`src/rtl/itrd_pkg.sv`:
```
// types and constants of the radix digit converter
// used by the divider, symbol table and top level modules in rtl/, no dependencies
package itrd_pkg;

  localparam int RADIX_W     = 5;
  localparam int DIGIT_W     = 4;
  localparam int SYMBOL_W    = 8;
  localparam int NUMBER_W    = 64;
  localparam int CFG_INDEX_W = 3;
  localparam int CFG_DATA_W  = 64;
  localparam int STORE_DEPTH = 64;
  localparam int STORE_AW    = 6;
  localparam int COUNT_W     = 7;
  localparam int IN_DATA_W   = 72;

  localparam logic [RADIX_W-1:0] MIN_RADIX     = 5'd2;
  localparam logic [RADIX_W-1:0] DECIMAL_RADIX = 5'd10;

  // configuration register indexes
  localparam logic [CFG_INDEX_W-1:0] REG_SYM_A_LOW  = 3'd0;
  localparam logic [CFG_INDEX_W-1:0] REG_SYM_A_HIGH = 3'd1;
  localparam logic [CFG_INDEX_W-1:0] REG_SYM_B_LOW  = 3'd2;
  localparam logic [CFG_INDEX_W-1:0] REG_SYM_B_HIGH = 3'd3;

  // "01234567", "89abcdef", "89ABCDEF", byte 0 is digit 0
  localparam logic [CFG_DATA_W-1:0] SYM_LOW_RST    = 64'h3736_3534_3332_3130;
  localparam logic [CFG_DATA_W-1:0] SYM_A_HIGH_RST = 64'h6665_6463_6261_3938;
  localparam logic [CFG_DATA_W-1:0] SYM_B_HIGH_RST = 64'h4645_4443_4241_3938;

  typedef enum logic [2:0] {
    ST_IDLE,
    ST_DIV_START,
    ST_DIV_WAIT,
    ST_EMIT_RD,
    ST_EMIT_LOAD
  } state_t;

  typedef struct packed {
    logic done;
  } div_status_t;

endpackage

```
`src/rtl/itrd_divider.sv`:
```
// bit-serial restoring divider: one quotient bit per cycle
// depends on itrd_pkg
module itrd_divider #(
  parameter int VALUE_BITS = 64
) (
  input  logic                         clk,
  input  logic                         rst_n,
  input  logic                         start,
  input  logic [VALUE_BITS-1:0]        dividend,
  input  logic [itrd_pkg::RADIX_W-1:0] divisor,
  output logic [VALUE_BITS-1:0]        quotient,
  output logic [itrd_pkg::RADIX_W-1:0] remainder,
  output itrd_pkg::div_status_t        status
);

  localparam int CNT_W = $clog2(VALUE_BITS + 1);

  logic [VALUE_BITS-1:0]        dvd_r, dvd_nxt;
  logic [itrd_pkg::RADIX_W-1:0] rem_r, rem_nxt;
  logic [CNT_W-1:0]             cnt_r, cnt_nxt;
  logic                         done_r, done_nxt;
  logic [itrd_pkg::RADIX_W-1:0] trial;
  logic                         fits;

  // remainder stays below the divisor (at most 16), so the shifted value fits
  assign trial = {rem_r[itrd_pkg::RADIX_W-2:0], dvd_r[VALUE_BITS-1]};
  assign fits  = (trial >= divisor);

  always_comb begin
    dvd_nxt  = dvd_r;
    rem_nxt  = rem_r;
    cnt_nxt  = cnt_r;
    done_nxt = 1'b0;
    if (start) begin
      dvd_nxt = dividend;
      rem_nxt = '0;
      cnt_nxt = CNT_W'(VALUE_BITS);
    end else if (cnt_r != '0) begin
      rem_nxt  = fits ? (trial - divisor) : trial;
      dvd_nxt  = {dvd_r[VALUE_BITS-2:0], fits};
      cnt_nxt  = cnt_r - 1'b1;
      done_nxt = (cnt_r == CNT_W'(1));
    end
  end

  always_ff @(posedge clk) begin
    if (!rst_n) begin
      cnt_r  <= '0;
      done_r <= 1'b0;
    end else begin
      cnt_r  <= cnt_nxt;
      done_r <= done_nxt;
    end
  end

  always_ff @(posedge clk) begin
    dvd_r <= dvd_nxt;
    rem_r <= rem_nxt;
  end

  assign quotient    = dvd_r;
  assign remainder   = rem_r;
  assign status.done = done_r;

endmodule

```
`src/rtl/itrd_symbols.sv`:
```
// symbol table registers and digit-to-character lookup
// depends on itrd_pkg
module itrd_symbols (
  input  logic                              clk,
  input  logic                              rst_n,
  input  logic                              cfg_write,
  input  logic [itrd_pkg::CFG_INDEX_W-1:0]  cfg_index,
  input  logic [itrd_pkg::CFG_DATA_W-1:0]   cfg_data,
  input  logic [itrd_pkg::DIGIT_W-1:0]      digit,
  input  logic                              table_sel,
  output logic [itrd_pkg::SYMBOL_W-1:0]     symbol
);

  logic [itrd_pkg::CFG_DATA_W-1:0] a_low_r, a_high_r, b_low_r, b_high_r;
  logic [itrd_pkg::CFG_DATA_W-1:0] word;

  always_ff @(posedge clk) begin
    if (!rst_n) begin
      a_low_r  <= itrd_pkg::SYM_LOW_RST;
      a_high_r <= itrd_pkg::SYM_A_HIGH_RST;
      b_low_r  <= itrd_pkg::SYM_LOW_RST;
      b_high_r <= itrd_pkg::SYM_B_HIGH_RST;
    end else if (cfg_write) begin
      unique case (cfg_index)
        itrd_pkg::REG_SYM_A_LOW:  a_low_r  <= cfg_data;
        itrd_pkg::REG_SYM_A_HIGH: a_high_r <= cfg_data;
        itrd_pkg::REG_SYM_B_LOW:  b_low_r  <= cfg_data;
        itrd_pkg::REG_SYM_B_HIGH: b_high_r <= cfg_data;
        default: ;
      endcase
    end
  end

  always_comb begin
    if (table_sel) begin
      word = digit[3] ? b_high_r : b_low_r;
    end else begin
      word = digit[3] ? a_high_r : a_low_r;
    end
    symbol = word[{digit[2:0], 3'b000} +: itrd_pkg::SYMBOL_W];
  end

endmodule

```
`src/rtl/integer_to_radix_digits_top.sv`:
```
// Radix digit converter: one signed number in, its digit characters out,
// most significant first, with tlast on the final one. The radix is clamped
// to 2..MAX_RADIX; in base 10 a negative number is converted by magnitude.
// Digits come from one shared bit-serial divider, one division per digit,
// and are kept in a digit store; the characters are then sent from there,
// waiting while the sink stalls.
// in_tready is high only between items; the final character may still wait
// in the output register while the next item is accepted.
// Depends on itrd_pkg, itrd_divider and itrd_symbols.
module integer_to_radix_digits_top #(
  parameter int MAX_RADIX  = 16,
  parameter int VALUE_BITS = 64
) (
  input  logic                              clk,
  input  logic                              rst_n,
  input  logic                              in_tvalid,
  output logic                              in_tready,
  // [63:0] number, [68:64] radix, [71:69] zero
  input  logic [itrd_pkg::IN_DATA_W-1:0]    in_tdata,
  // [0] table_select
  input  logic                              in_tuser,
  output logic                              out_tvalid,
  input  logic                              out_tready,
  // [7:0] symbol
  output logic [itrd_pkg::SYMBOL_W-1:0]     out_tdata,
  output logic                              out_tlast,
  input  logic                              cfg_valid,
  output logic                              cfg_ready,
  input  logic [itrd_pkg::CFG_INDEX_W-1:0]  cfg_index,
  input  logic [itrd_pkg::CFG_DATA_W-1:0]   cfg_data
);

  localparam int RW = itrd_pkg::RADIX_W;

  itrd_pkg::state_t state_r, state_nxt;

  logic [VALUE_BITS-1:0]          quot_r, quot_nxt;
  logic [RW-1:0]                  radix_r, radix_nxt;
  logic                           sel_r, sel_nxt;
  logic [itrd_pkg::COUNT_W-1:0]   dcount_r, dcount_nxt, dcount_inc;
  logic [itrd_pkg::STORE_AW-1:0]  ecount_r, ecount_nxt;
  logic [itrd_pkg::DIGIT_W-1:0]   rd_data_r;
  logic                           out_valid_r, out_valid_nxt;
  logic [itrd_pkg::SYMBOL_W-1:0]  out_sym_r, out_sym_nxt;
  logic                           out_last_r, out_last_nxt;

  logic [itrd_pkg::DIGIT_W-1:0]   store [itrd_pkg::STORE_DEPTH];

  logic                           in_xfer;
  logic [RW-1:0]                  in_radix, radix_sat;
  logic [VALUE_BITS-1:0]          in_value, in_abs;
  logic                           div_start;
  logic [VALUE_BITS-1:0]          div_quot;
  logic [RW-1:0]                  div_rem;
  itrd_pkg::div_status_t          div_stat;
  logic [itrd_pkg::SYMBOL_W-1:0]  lut_symbol;

  assign cfg_ready = 1'b1;
  assign in_tready = (state_r == itrd_pkg::ST_IDLE);
  assign in_xfer   = in_tvalid && in_tready;

  assign in_radix = in_tdata[itrd_pkg::NUMBER_W +: RW];
  assign in_value = in_tdata[VALUE_BITS-1:0];

  always_comb begin
    priority if (in_radix < itrd_pkg::MIN_RADIX) begin
      radix_sat = itrd_pkg::MIN_RADIX;
    end else if (in_radix > RW'(MAX_RADIX)) begin
      radix_sat = RW'(MAX_RADIX);
    end else begin
      radix_sat = in_radix;
    end
  end

  // decimal negatives go by magnitude, the most negative value wraps to 2^(n-1)
  assign in_abs = (in_value[VALUE_BITS-1] && radix_sat == itrd_pkg::DECIMAL_RADIX)
                  ? (~in_value + 1'b1) : in_value;

  itrd_divider #(
    .VALUE_BITS (VALUE_BITS)
  ) u_div (
    .clk       (clk),
    .rst_n     (rst_n),
    .start     (div_start),
    .dividend  (quot_r),
    .divisor   (radix_r),
    .quotient  (div_quot),
    .remainder (div_rem),
    .status    (div_stat)
  );

  itrd_symbols u_sym (
    .clk       (clk),
    .rst_n     (rst_n),
    .cfg_write (cfg_valid && cfg_ready),
    .cfg_index (cfg_index),
    .cfg_data  (cfg_data),
    .digit     (rd_data_r),
    .table_sel (sel_r),
    .symbol    (lut_symbol)
  );

  assign dcount_inc = dcount_r + 1'b1;

  always_comb begin
    state_nxt     = state_r;
    quot_nxt      = quot_r;
    radix_nxt     = radix_r;
    sel_nxt       = sel_r;
    dcount_nxt    = dcount_r;
    ecount_nxt    = ecount_r;
    out_sym_nxt   = out_sym_r;
    out_last_nxt  = out_last_r;
    out_valid_nxt = out_valid_r && !out_tready;
    div_start     = 1'b0;
    unique case (state_r)
      itrd_pkg::ST_IDLE: begin
        if (in_xfer) begin
          quot_nxt   = in_abs;
          radix_nxt  = radix_sat;
          sel_nxt    = in_tuser;
          dcount_nxt = '0;
          state_nxt  = itrd_pkg::ST_DIV_START;
        end
      end
      itrd_pkg::ST_DIV_START: begin
        div_start = 1'b1;
        state_nxt = itrd_pkg::ST_DIV_WAIT;
      end
      itrd_pkg::ST_DIV_WAIT: begin
        if (div_stat.done) begin
          quot_nxt   = div_quot;
          dcount_nxt = dcount_inc;
          if (div_quot != '0 &&
              dcount_inc != itrd_pkg::COUNT_W'(itrd_pkg::STORE_DEPTH)) begin
            state_nxt = itrd_pkg::ST_DIV_START;
          end else begin
            // start from the most significant digit just written
            ecount_nxt = dcount_r[itrd_pkg::STORE_AW-1:0];
            state_nxt  = itrd_pkg::ST_EMIT_RD;
          end
        end
      end
      itrd_pkg::ST_EMIT_RD: begin
        state_nxt = itrd_pkg::ST_EMIT_LOAD;
      end
      itrd_pkg::ST_EMIT_LOAD: begin
        if (!out_valid_r || out_tready) begin
          out_valid_nxt = 1'b1;
          out_sym_nxt   = lut_symbol;
          out_last_nxt  = (ecount_r == '0);
          if (ecount_r == '0) begin
            state_nxt = itrd_pkg::ST_IDLE;
          end else begin
            ecount_nxt = ecount_r - 1'b1;
            state_nxt  = itrd_pkg::ST_EMIT_RD;
          end
        end
      end
      default: state_nxt = itrd_pkg::ST_IDLE;
    endcase
  end

  always_ff @(posedge clk) begin
    if (!rst_n) begin
      state_r     <= itrd_pkg::ST_IDLE;
      dcount_r    <= '0;
      ecount_r    <= '0;
      out_valid_r <= 1'b0;
      quot_r      <= '0;
    end else begin
      state_r     <= state_nxt;
      dcount_r    <= dcount_nxt;
      ecount_r    <= ecount_nxt;
      out_valid_r <= out_valid_nxt;
      quot_r      <= quot_nxt;
    end
  end

  always_ff @(posedge clk) begin
    radix_r    <= radix_nxt;
    sel_r      <= sel_nxt;
    out_sym_r  <= out_sym_nxt;
    out_last_r <= out_last_nxt;
  end

  // digit store, least significant digit at entry 0
  always_ff @(posedge clk) begin
    if (state_r == itrd_pkg::ST_DIV_WAIT && div_stat.done) begin
      store[dcount_r[itrd_pkg::STORE_AW-1:0]] <= div_rem[itrd_pkg::DIGIT_W-1:0];
    end
    if (state_r == itrd_pkg::ST_EMIT_RD) begin
      rd_data_r <= store[ecount_r];
    end
  end

  assign out_tvalid = out_valid_r;
  assign out_tdata  = out_sym_r;
  assign out_tlast  = out_last_r;

endmodule

```
`config.mk`:
```
export PLATFORM = sky130hd
export DESIGN_NAME = integer_to_radix_digits_top
export DESIGN_NICKNAME = d
export VERILOG_FILES = /design/src/rtl/itrd_pkg.sv /design/src/rtl/itrd_divider.sv /design/src/rtl/itrd_symbols.sv /design/src/rtl/integer_to_radix_digits_top.sv
export SDC_FILE = /design/constraint.sdc
export NUM_CORES = 1
export LEC_CHECK = 0
export ABC_AREA = 1
export BUFFER_PORTS_ARGS = -buffer_cell sky130_fd_sc_hd__buf_2
export CAP_MARGIN = 0
export CORE_MARGIN = 2
export CORE_UTILIZATION = 30
export DETAILED_ROUTE_END_ITERATION = 10
export HOLD_SLACK_MARGIN = 0.1
export PLACE_DENSITY = 0.52
export SLEW_MARGIN = 30
export SYNTH_ARGS = -nofsm -noshare
export SYNTH_HDL_FRONTEND = slang
export SYNTH_SLANG_ARGS = --single-unit
```
`constraint.sdc`:
```
create_clock -name clk -period 3.05 [get_ports clk]
set_input_delay 0 -clock clk [delete_from_list [all_inputs] [get_ports clk]]
set_output_delay 0 -clock clk [all_outputs]
set_load 0.02 [all_outputs]
```
; Word-level counts from Yosys, hierarchy flattened
; Memories as Yosys holds them, arrays and structs flattened. A register that Yosys moved wholly into a read port is not among the register bits.
; Cells that the tools add are included.
[totals]
output_inout_bits = 12
register_bits = 428
mem_bits_rw = 256
word_cells = 106
n_memories = 1
inputBits = 145
[memory_table]
columns = memory, words, word_bits, read_ports, rd_clocked_by_memory_dff, wr, line
row1 = store, 64, 4, 1, 1, 1, integer_to_radix_digits_top.sv:47  ; logic [itrd_pkg::DIGIT_W-1:0] store [itrd_pkg::STORE_DEPTH];
[classes]
n_lt_le_gt_ge = 3
bitwise_logic = 3
eq_ne = 15
shifts = 1
n_addsub = 5
n_reduce_logical = 27
n_mux = 33
[ops]
columns = cell, n
row1 = $mux W64, 8
row2 = $pmux W64 S2, 1
row3 = $add A64 B1 Y64 const B, 1
row4 = $not A64 Y64, 1
row5 = $reduce_bool A64 Y1, 1
row6 = $shiftx A64 B7 Y8, 1
row7 = $mux W7, 4
row8 = $mux W6, 4
row9 = $pmux W3 S5, 1
row10 = $pmux W7 S2, 1
row11 = $eq A3 B2 Y1 const B, 4
row12 = $pmux W6 S2, 1
row13 = $reduce_and A2 Y1, 6
row14 = $mux W5, 2
row15 = $mux W3, 3
row16 = $add A7 B1 Y7 const B, 1
row17 = $eq A7 B1 Y1 const B, 1
row18 = $ne A7 B7 Y1 const B, 1
row19 = $reduce_bool A7 Y1, 1
row20 = $sub A7 B1 Y7 const B, 1
row21 = $eq A3 B1 Y1 const B, 2
row22 = $logic_not A3 Y1, 2
row23 = $logic_not A6 Y1, 1
row24 = $ne A2 B2 Y1 const B, 3
row25 = other kinds (20), 35

; Logic depth before layout (Yosys ltp)
; Gate-level depths: netlist of run 1.
[depth]
word_depth = 8
ltp_mapped = 14
ltp_nobuf = 13

; Modules after synthesis
; From an unflattened synthesis of run 1, not the netlist that was laid out.
[unflattened]
cells_unflattened = 4183
hier_area_um2 = 32806.5
[modules_own_cells]
columns = module, cells_per_inst, instances, seq_area_each_um2, area_per_inst_um2
row1 = integer_to_radix_digits_top, 2070, 1, 9879.5, 17679.5
row2 = itrd_symbols, 1726, 1, 5124.9, 11486.0
row3 = itrd_divider, 387, 1, 2182.1, 3641.0

; Least setup slack after synthesis of run 1
; No wires, ideal clock.
[synth_timing]
path_kind = reg2reg
start = register state_r[2]
end = register u_div.dvd_r[0], in the netlist u_div.quotient[0] (enable)
path_stages_with_launch = 6
setup_slack_ps = 308
required_time_ps = 2632
n_path_buf = 2
period_less_slack_ps = 2742
arrival_time_ps = 2324
cell_sequence = dfxtp_1 -> buf_2 -> nor3_2 -> buf_2 -> nor2_1 -> inv_1
[synth_via]
elab_chain_cells = 3
[synth_lines]
columns = element, line
row1 = start: declaration, integer_to_radix_digits_top.sv:35  ; itrd_pkg::state_t state_r, state_nxt;
row2 = start signal: assignment, integer_to_radix_digits_top.sv:166  ; state_r <= itrd_pkg::ST_IDLE;
row3 = start signal: assignment, integer_to_radix_digits_top.sv:172  ; state_r <= state_nxt;
row4 = $eq A3 B1 Y1, integer_to_radix_digits_top.sv:116  ; unique case (state_r)
row5 = $mux W1, integer_to_radix_digits_top.sv:116
row6 = $reduce_bool A2 Y1 (no source line), --
row7 = end signal: assignment, itrd_divider.sv:57  ; dvd_r <= dvd_nxt;
row8 = end: declaration, itrd_divider.sv:18  ; logic [VALUE_BITS-1:0] dvd_r, dvd_nxt;
; No other way between the ends.
; A chain may end at the register's enable or synchronous reset.

; Worst setup path after layout of run 1
[layout_timing]
start = input port in_tdata[0] in the netlist's numbering
end = register quot_r[54]
[layout_via]
elab_chain_cells = 5
[layout_lines]
columns = element, line
row1 = start: declaration, integer_to_radix_digits_top.sv:19  ; input logic [itrd_pkg::IN_DATA_W-1:0] in_tdata,
row2 = $not A64 Y64, integer_to_radix_digits_top.sv:77  ; ? (~in_value + 1'b1) : in_value;
row3 = $add A64 B1 Y64, integer_to_radix_digits_top.sv:77
row4 = $mux W64, integer_to_radix_digits_top.sv:77
row5 = $mux W64, integer_to_radix_digits_top.sv:118  ; if (in_xfer) begin
row6 = $pmux W64 S2, integer_to_radix_digits_top.sv:116
row7 = end signal: assignment, integer_to_radix_digits_top.sv:176  ; quot_r <= quot_nxt;
row8 = end: declaration, integer_to_radix_digits_top.sv:37  ; logic [VALUE_BITS-1:0] quot_r, quot_nxt;
; No other way between the ends. The select of a mux whose other input is x is not followed.

==> out/metrics.csv, run 1 <==
stage;metric;value;unit
layout;area_growth;21.0;%
synth;yosysTopAreaCell;edfxtp_1;
floorplan;die-area;108000;µm²
pwr;power.density;650;nW/µm²
global_routing;grt_max_degree;131;
synth;syn-cell-area;31700;µm²
synth;synth_edf_count;339;
synth;avgSynthCellArea;8.08;µm²
global_routing;use_met3;2.41;%
global_routing;grt_pass1_wl;156;mm
detailed_routing;drtIter0Drc;2278;
clocking;numClockSinks;688;
synth;synth.distinct_cells;50;
global_routing;gr-total-overflow;0;
clocking;cts_tree;yes;
pwr;p_int;17.8;mW
timing;slew_headroom;37.5;%
worst_setup_path;rr_startpoint;state_r[2];
pwr;p_leak;15.2;nW
global_routing;use_met2;29.8;%
detailed_routing;wirelength;100;mm
pwr;p_seq_share;47.1;%
timing;finalSetupViolCount;0;
synth;yosysWarnings;0;
detailed_routing;drc;0;
placed_design;place_ws;0.355;ns
worst_setup_path;critical_path_class;in -> reg;
detailed_routing;routed_via_density;4.97;
pwr;irDropWorstVdd;0.586;mV
worst_setup_path;cp-end-kind;flip-flop;
synth;ys_ff_latch;688;
worst_setup_path;reg2reg_depth;5;
floorplan;io_pins;157;
clocking;clock-root-buffer;clkbuf_16;
layout;layout.nets;4315;
status;status;completed;
timing;period_share;95.4;%
clocking;clock_latency;0.63;ns
timing;fmax;344;MHz
floorplan;die_h;329;µm
clocking;cts_buffer_depth;3;
min_path;min_path_cells;8;
timing;rsz0062_at_grt;no;
clocking;clk_pin_slew;0.06;ns
timing;hold_viol;0;
floorplan;core_area;105000;µm²
pwr;swShare;28.5;%
timing;tightest_slew;0.937;ns
pwr;p_comb_share;15.5;%
worst_setup_path;cp_max_fo;6;
worst_setup_path;cp-start-kind;primary input;
worst_setup_path;reg2reg_slack;0.33;ns
layout;n_fill_cell;10816;
synth;synth_top_area_share;32.1;%
timing;setup_slack;0.139;ns
global_routing;grt.busiest_layer;met2;
placed_design;gp_congestion;0.902;
clocking;cts_inserted_buffers;78;
placed_design;hpwl;59.7;mm
synth;postSynthCellCount;3921;
run;drv_cap;0;
worst_setup_path;rr_endpoint;store[37][2];
global_routing;track_usage;18.2;%
synth;ys_async_sr_fraction;0;%
synth;dominantRegCellSynth;dfxtp_1;
worst_setup_path;arrival;3.46;ns
synth;yosysMostFrequentCell;nor2_1;
global_routing;grt_pass1_vias;26954;
timing;fin_crit;2.91;ns
pwr;pwr-share-clk;37.4;%
synth;syn_nets;4078;
synth;synth_area_leaders;edfxtp_1 32%, dfxtp_1 22%, nor2_1 9.5%;
timing;tns;0;ns
synth;ys_seq_area_share;54.2;%
detailed_routing;ant_nets;0;
detailed_routing;avgRoutedWirePerCell;17.9;µm
min_path;min_from;cfg_valid;
placed_design;port_buffers;152;
timing;slew_violations;0;
min_path;hold_path_class;in -> reg;
min_path;min_to;u_sym.b_high_r[11];
timing;skew;0.0280;ns
global_routing;grt_antenna_before_repair;9;
clocking;cts.htree.levels;3;
layout;drive_gt1_share;9.60;%
detailed_routing;drt-pass1-iter-count;6;
pwr;netSwitchingPower;7.10;mW
worst_setup_path;worstPathRequired;3.60;ns
detailed_routing;vias;27931;
floorplan;start_util;30.2;%
global_routing;use_met1;24.8;%
synth;ys_top_cells_by_count;800 x nor2_1, 718 x nand2_1, 538 x o21ai_0;
floorplan;num_rows;119;
floorplan;chipWidth;329;µm
worst max-delay path, cell delays in order:
cell and delay, ns:
dlygate4sd3_1 0.52, buf_2 0.16, inv_1 0.08, ha_1 0.21, nand2_1 0.15, nor2_4 0.20, nand2_2 0.13, nor2_4 0.19
nand2_1 0.11, nand2_2 0.13, nand3_1 0.08, nand2_1 0.05, dlygate4sd3_1 0.54, nand3_1 0.12, dlygate4sd3_1 0.66, a21oi_1 0.13
what timing repair did:
| action | 4_1_cts | 5_1_grt |
|---|---|---|
| endpoints found under the hold margin | 340 | 0 |
| hold buffers | 187 | 0 |
| buffers inserted | 0 | 3 |
| resized for setup | 0 | 1 |
| endpoints found under the setup margin | 0 | 4 |
cell families (layout without fill, tap and decap cells):
logic type	count (synthesis)	after routing	synth area share, %
simple gates	1891	1891	24.5
compound gates	873	873	14.9
flops	688	688	54.2
buf+inv	441	740	5.58
xor+xnor	15	15	0.415
fa+ha+maj	12	12	0.497
other cells	1	6	0.0118
flip-flops by register name (all words and copies together), names as in the netlist, 5 cells and up:
name            count
u_sym.a_high_r     64
dcount_r            7
ecount_r            6
radix_r             5
u_div.cnt_r         7
u_sym.b_low_r      64
u_div.quotient     64
u_sym.a_low_r      64
u_sym.b_high_r     64
out_tdata           8
quot_r             64
store             256
metal layers:
| metal | wire [µm] | up-vias | part of all wire [%] |
|---|---|---|---|
| met5 | 57 | - | 0.057 |
| met4 | 2560 | 8 | 2.6 |
| met3 | 4790 | 158 | 4.8 |
| met2 | 46700 | 731 | 47 |
| met1 | 46200 | 13280 | 46 |
| li1 | - | 13754 | - |
worst max-delay path by stage:
| stage | from | to | slack [ns] | depth (start not counted) |
|---|---|---|---|---|
| final | in_tdata[0] | quot_r[54] | 0.14 | 16 |
| after global routing | in_tdata[0] | quot_r[54] | 0.05 | 16 |
| after CTS | in_tdata[64] | quot_r[53] | 0.14 | 13 |
| after detailed placement | state_r[2] | store[37][0] | 0.35 | 5 |
| after global placement | state_r[2] | store[13][0] | 0.42 | 5 |
| after floorplan | state_r[2] | u_div.quotient[0] | 0.31 | 5 |
stage by stage:
stage | total power [mW] | util [%] | hold WS, ns | instances | instance area (µm²)
4_1_cts | 25.2 | 36.5 | 0.131 | 5607 | 38300
3_5_place_dp | 15.6 | 32.2 | 0.237 | 5278 | 33900
3_3_place_gp | 15.6 | 32.2 | 0.243 | 5278 | 33800
5_1_grt | 26.1 | 36.5 | 0.169 | 5616 | 38300
2_1_floorplan | 14.1 | - | 0.0989 | 3921 | 31700
6_report | 24.9 | 36.5 | 0.159 | 5616 | 38300
power groups by stage:
stage	Sequential [mW]	Combinational (mW)	Clock [mW]
6_report	11.7	3.86	9.31
5_1_grt	11.9	4.34	9.89
4_1_cts	11.7	3.89	9.53
3_5_place_dp	11.9	3.68	0
3_3_place_gp	11.9	3.65	0
2_1_floorplan	12.0	2.09	0
cell type report:
cell class | count | area, µm² | share of cell area, %
flip-flops and latches | 688 | 17200 | 44.8
repair buffers | 412 | 3370 | 8.79
multi-input cells | 2792 | 12800 | 33.4
inverters | 186 | 704 | 1.84
clock inverters | 40 | 353 | 0.920
well taps | 1391 | 1740 | 4.54
clock buffers | 102 | 2190 | 5.70
diodes | 5 | 12.5 | 0.0326
cell usage in the layout (no fill, tap or decap), drive strengths merged, types with 6 or more instances in the layout:
master	netlist	final
xor2	10	10
nor2	809	809
a31oi	10	10
o22ai	73	73
buf	81	224
dlygate4sd3	0	187
nand4	26	26
o21bai	6	6
edfxtp	339	339
nand2	726	726
dfxtp	349	349
clkinv	5	30
nand3	290	290
nand3b	8	8
nor4	7	7
a21oi	166	166
o221ai	48	48
o21ai	557	557
clkbuf	174	103
ha	11	11
nor3	20	20
clkinvlp	0	7
inv	181	185
Note: power is estimated with default switching activity, not from simulation.
==> inputs of run 2 (changes only) <==
--- a/config.mk
+++ b/config.mk
@@ -13,6 +13,7 @@
 export DETAILED_ROUTE_END_ITERATION = 10
 export HOLD_SLACK_MARGIN = 0.1
 export PLACE_DENSITY = 0.52
+export SETUP_SLACK_MARGIN = 0.2
 export SLEW_MARGIN = 30
 export SYNTH_ARGS = -nofsm -noshare
 export SYNTH_HDL_FRONTEND = slang
==> run 2 against run 1 <==
  * First-iteration DRC count rose by 0.22%
  * Clock skew is 0.00067 ns higher
  * Final area is 0.13% lower
  * Hold slack about the same
  * Via count grew 0.12%
  * Flip-flop and latch count unchanged
  * Final cell count barely moved
  * Critical path depth is the same
  * Critical endpoint is now quot_r[38]
  * Highest routed layer unchanged
==> out/metrics.csv, run 2 (synthesized netlist as in run 1, its figures left out) <==
stage;metric;value;unit
clocking;cts_resized;0;
placed_design;dp_cells;5278;
global_routing;grt_pass1_vias;26927;
floorplan;core_area;105000;µm²
timing;fin_crit;2.69;ns
layout;design_area;38300;µm²
detailed_routing;wirelength;100;mm
layout;layout_common_cells;798 x nor2_1, 718 x nand2_1, 538 x o21ai_0;
clocking;numClockSinks;688;
global_routing;grt_pass1_wl;156;mm
timing;skew;0.0286;ns
min_path;min_from;cfg_valid;
timing;finalSetupViolCount;0;
placed_design;place_ws;0.355;ns
pwr;p_leak;15.2;nW
clocking;clock_latency;0.63;ns
detailed_routing;vias;27965;
status;status;completed;
min_path;hold_path_class;in -> reg;
placed_design;gp_congestion;0.902;
layout;layout.nets;4311;
floorplan;io_pins;157;
timing;hold_viol;0;
timing;tns;0;ns
worst_setup_path;cp-end-kind;flip-flop;
worst_setup_path;cp_slowest_stage_delay;0.59;ns
timing;period_share;88.1;%
worst_setup_path;rr_startpoint;state_r[2];
layout;n_fill_cell;10818;
detailed_routing;routed_via_density;4.98;
run;drv_cap;0;
global_routing;gr-total-overflow;0;
floorplan;num_rows;119;
worst_setup_path;crit_top_cell;nand2_1;
pwr;power.density;651;nW/µm²
clocking;cts_buffer_depth;3;
detailed_routing;drc;0;
clocking;cts_tree;yes;
detailed_routing;drtIter0Drc;2283;
clocking;clk_pin_slew;0.06;ns
clocking;cts_inserted_buffers;78;
global_routing;grt_max_degree;131;
detailed_routing;avgRoutedWirePerCell;17.9;µm
clocking;cts.htree.levels;3;
worst_setup_path;critical_path_class;in -> reg;
floorplan;die_h;329;µm
global_routing;track_usage;18.2;%
layout;largest_reg_flops;256;
timing;slew_headroom;37.1;%
worst_setup_path;slowest_stage;dlygate4sd3_1;
worst_setup_path;critPathTopFamily;buffers and inverters;
global_routing;grt_antenna_before_repair;9;
floorplan;start_util;30.2;%
worst_setup_path;cp-start-kind;primary input;
clocking;clock-root-buffer;clkbuf_16;
timing;rsz0062_at_grt;no;
layout;final_common_cell;nor2_1;
layout;instances_no_fill;5612;
layout;area_growth;20.8;%
timing;setup_slack;0.364;ns
placed_design;port_buffers;152;
worst_setup_path;crit_start;in_tdata[0];
detailed_routing;ant_nets;0;
worst_setup_path;path_buf_inv;5;
worst_setup_path;cp_max_fo;5;
floorplan;die-area;108000;µm²
placed_design;placedInstanceArea;33900;µm²
placed_design;hpwl;59.7;mm
worst_setup_path;crit_chain;dlygate4sd3_1, buf_2, inv_1, ha_1, nand2_1, nor2_4, nand2_2, nor2_4, nand2_1, nand2_2, nand2_1, nand2_1, dlygate4sd3_1, nand3_1, dlygate4sd3_1, a21oi_1;
floorplan;chipWidth;329;µm
timing;tightest_slew;0.944;ns
worst_setup_path;worstPathRequired;3.60;ns
detailed_routing;drt-pass1-iter-count;5;
timing;fmax;372;MHz
timing;slew_violations;0;
timing;hold_slack;0.158;ns
pwr;irDropWorstVdd;0.586;mV
layout;drive_gt1_share;9.63;%
worst_setup_path;arrival;3.24;ns
run 2: changes by cell type in the layout (fill, tap and decap cells not counted):
cell           previous run  this run
o21ai_1                  17        18
o21ai_2                   2         1
buf_4                    58        60
dlygate4sd3_1           187       181
run 2: path summary, 6_finish.rpt:
| check | endpoint | slack (ns) | cells after the start |
|---|---|---|---|
| max | quot_r[38] | 0.36 | 16 |
| min | u_sym.b_high_r[11] | 0.16 | 8 |
| max reg2reg | store[43][3] | 0.51 | 6 |
| min reg2reg | u_sym.a_high_r[37] | 0.45 | 2 |
run 2: layout make-up:
class	count	area, µm²	share of cell area, %
antenna	5	12.5	0.0327
clock buffer	102	2190	5.71
clock inverter	40	353	0.922
inverter	186	704	1.84
multi-input combinational	2792	12800	33.4
sequential	688	17200	44.9
tap	1391	1740	4.55
timing repair buffer	408	3320	8.68
run 2: report_power, final:
part	leakage (nW)	switching [mW]	internal (mW)
sequential	6.03	0.490	11.3
combinational	7.90	2.71	1.13
clock	1.24	3.91	5.42
total	15.2	7.11	17.8
run 2: timing repair:
action / CTS / global route
endpoints found under the setup margin: 0 / 21
hold endpoints to repair: 340 / 0
setup buffers: 0 / 5
hold buffers: 182 / 0
run 2: worst min-delay path: stages:
cell and delay (ns):
buf_2 0.09, inv_1 0.04, nor2_1 0.04, nand2_1 0.15, nor2_4 0.05, inv_2 0.25, nand2_1 0.08, nand3_1 0.05
run 2: per-layer routing:
layer / up-vias / track usage, % / wire, µm
met5: - / 0 / 57
met4: 8 / 5.75 / 2580
met3: 154 / 2.44 / 5170
met2: 778 / 29.8 / 46900
met1: 13285 / 24.8 / 45700
li1: 13740 / - / -
run 2: metrics by stage:
step                total power, mW  utilization [%]
floorplan                      14.1                -
global placement               15.6             32.2
detailed placement             15.6             32.2
CTS                            25.1             36.4
global route                   26.1             36.5
finish                         24.9             36.5
==> inputs of run 3 (changes only) <==
--- a/config.mk
+++ b/config.mk
@@ -9,10 +9,10 @@
 export BUFFER_PORTS_ARGS = -buffer_cell sky130_fd_sc_hd__buf_2
 export CAP_MARGIN = 0
 export CORE_MARGIN = 2
-export CORE_UTILIZATION = 30
+export CORE_UTILIZATION = 55
 export DETAILED_ROUTE_END_ITERATION = 10
 export HOLD_SLACK_MARGIN = 0.1
-export PLACE_DENSITY = 0.52
+export PLACE_DENSITY = 0.8
 export SETUP_SLACK_MARGIN = 0.2
 export SLEW_MARGIN = 30
 export SYNTH_ARGS = -nofsm -noshare
==> run 3 against run 2 <==
  * Final cell count fell by 12%
  * First-iteration DRC count increased by 70%
  * Critical path depth unchanged
  * Power shrank 2.5%
  * Register-to-register slack worse by 0.14 ns
  * Flip-flop and latch count did not move
  * Combinational power hardly changed
==> out/metrics.csv, run 3 (synthesized netlist as in run 1, its figures left out) <==
stage;metric;value;unit
status;status;completed;
worst_setup_path;arrival;3.23;ns
clocking;clk_pin_slew;0.07;ns
timing;rsz0062_at_grt;yes;
timing;tns;0;ns
clocking;clock_latency;0.62;ns
global_routing;grt_max_degree;132;
floorplan;die_h;244;µm
floorplan;start_util;55.9;%
detailed_routing;drc;0;
detailed_routing;wirelength;90.8;mm
detailed_routing;routed_via_density;5.88;
detailed_routing;ant_nets;0;
placed_design;hpwl;51.8;mm
min_path;hold_path_class;in -> reg;
timing;slew_violations;0;
layout;layout_common_cells;797 x nor2_1, 716 x nand2_1, 538 x o21ai_0;
global_routing;grt_pass1_wl;144;mm
worst_setup_path;path_buf_inv;5;
detailed_routing;vias;29093;
clocking;numClockSinks;688;
pwr;p_leak;15.0;nW
floorplan;chipWidth;244;µm
pwr;irDropWorstVdd;0.538;mV
timing;slew_headroom;38.7;%
timing;hold_viol;0;
worst_setup_path;reg2reg_depth;5;
placed_design;gp_congestion;0.958;
detailed_routing;drtIter0Drc;3877;
timing;finalSetupViolCount;0;
floorplan;core_area;56700;µm²
layout;largest_reg_flops;256;
clocking;clock-root-buffer;clkbuf_16;
global_routing;gr-total-overflow;0;
timing;period_share;88.7;%
worst_setup_path;cp_slowest_stage_delay;0.61;ns
worst_setup_path;cp_max_fo;5;
timing;fin_crit;2.71;ns
timing;skew;0.0267;ns
clocking;cts_inserted_buffers;69;
global_routing;grt_pass1_vias;27400;
clocking;cts_buffer_depth;3;
worst_setup_path;critical_path_class;in -> reg;
placed_design;port_buffers;152;
worst_setup_path;cp-end-kind;flip-flop;
global_routing;grt_antenna_before_repair;2;
pwr;power.density;653;nW/µm²
worst_setup_path;crit_chain;dlygate4sd3_1, buf_2, inv_1, ha_2, nand2_2, nor2_4, nand2_2, nor2_1, nand2_1, nand2_2, nand3_1, nand2_1, dlygate4sd3_1, nand3_1, dlygate4sd3_1, a21oi_1;
worst_setup_path;path_depth;16;
run;drv_cap;0;
floorplan;io_pins;157;
global_routing;track_usage;29.8;%
detailed_routing;drt-pass1-iter-count;6;
floorplan;die-area;59600;µm²
timing;fmax;370;MHz
worst_setup_path;worstPathRequired;3.58;ns
clocking;cts.htree.levels;3;
layout;drive_gt1_share;9.28;%
layout;final_common_cell;nor2_1;
floorplan;num_rows;87;
layout;area_growth;17.4;%
worst_setup_path;critPathTopFamily;buffers and inverters;
detailed_routing;avgRoutedWirePerCell;18.4;µm
timing;tightest_slew;0.919;ns
clocking;cts_tree;yes;
min_path;min_path_cells;2;
worst_setup_path;slowest_stage;dlygate4sd3_1;
timing;hold_slack;0.171;ns
layout;layout.nets;4292;
worst_setup_path;cp-start-kind;primary input;
## run 3: area by class of cell
class                           instances  area [µm²]
Inverter                              186         703
Multi-Input combinational cell       2792       12800
Timing Repair Buffer                  398        3220
Antenna cell                            2        5.00
Clock inverter                         35         328
Sequential cell                       688       17200
Fill cell                            4310       19500
Tap cell                              756         946
Clock buffer                           92        2010
## run 3: stage by stage
| step | setup WS [ns] | power [mW] | cells | utilization [%] | cell area [µm²] |
|---|---|---|---|---|---|
| floorplan | 0.308 | 14.1 | 3921 | - | 31700 |
| global placement | 0.530 | 15.3 | 4632 | 58.1 | 33000 |
| detailed placement | 0.428 | 15.4 | 4632 | 58.1 | 33000 |
| CTS | 0.252 | 24.2 | 4942 | 65.5 | 37100 |
| global route | 0.199 | 25.2 | 4948 | 65.6 | 37200 |
| finish | 0.344 | 24.3 | 4949 | 65.6 | 37200 |
## run 3: path summary, 6_finish.rpt
| path | from | slack (ns) | end |
|---|---|---|---|
| setup reg to reg | state_r[2] | 0.37 | store[25][0] |
| hold reg to reg | u_sym.a_low_r[31] | 0.45 | u_sym.a_low_r[31] |
| setup / recovery | in_tdata[0] | 0.34 | quot_r[62] |
| hold / removal | in_tdata[68] | 0.17 | radix_r[4] |
## run 3: report_power, final
group | switching (mW) | internal (mW)
clock network | 3.64 | 5.08
logic | 2.68 | 1.13
registers | 0.496 | 11.2
## run 3: what timing repair did
action,CTS,global route
hold endpoints to repair,352,0
endpoints found under the setup margin,0,15
buffers inserted,0,5
gates resized for setup,0,10
hold buffers,183,0
## run 3: metal layers
| layer | part of all wire (%) | track usage [%] | vias to the layer above |
|---|---|---|---|
| li1 | - | - | 13682 |
| met1 | 40 | 40.8 | 13483 |
| met2 | 46 | 47.4 | 1689 |
| met3 | 10 | 4.36 | 237 |
| met4 | 3.4 | 12.7 | 2 |
| met5 | 0.012 | 0 | - |
## run 3: worst register-to-register path, cell delays in order (launching register included)
cell and delay, ns:
dfxtp_1 0.40, nor2_1 0.16, nand2_2 0.08, nor2_2 0.40, nand4_1 0.69, nor2_1 0.59
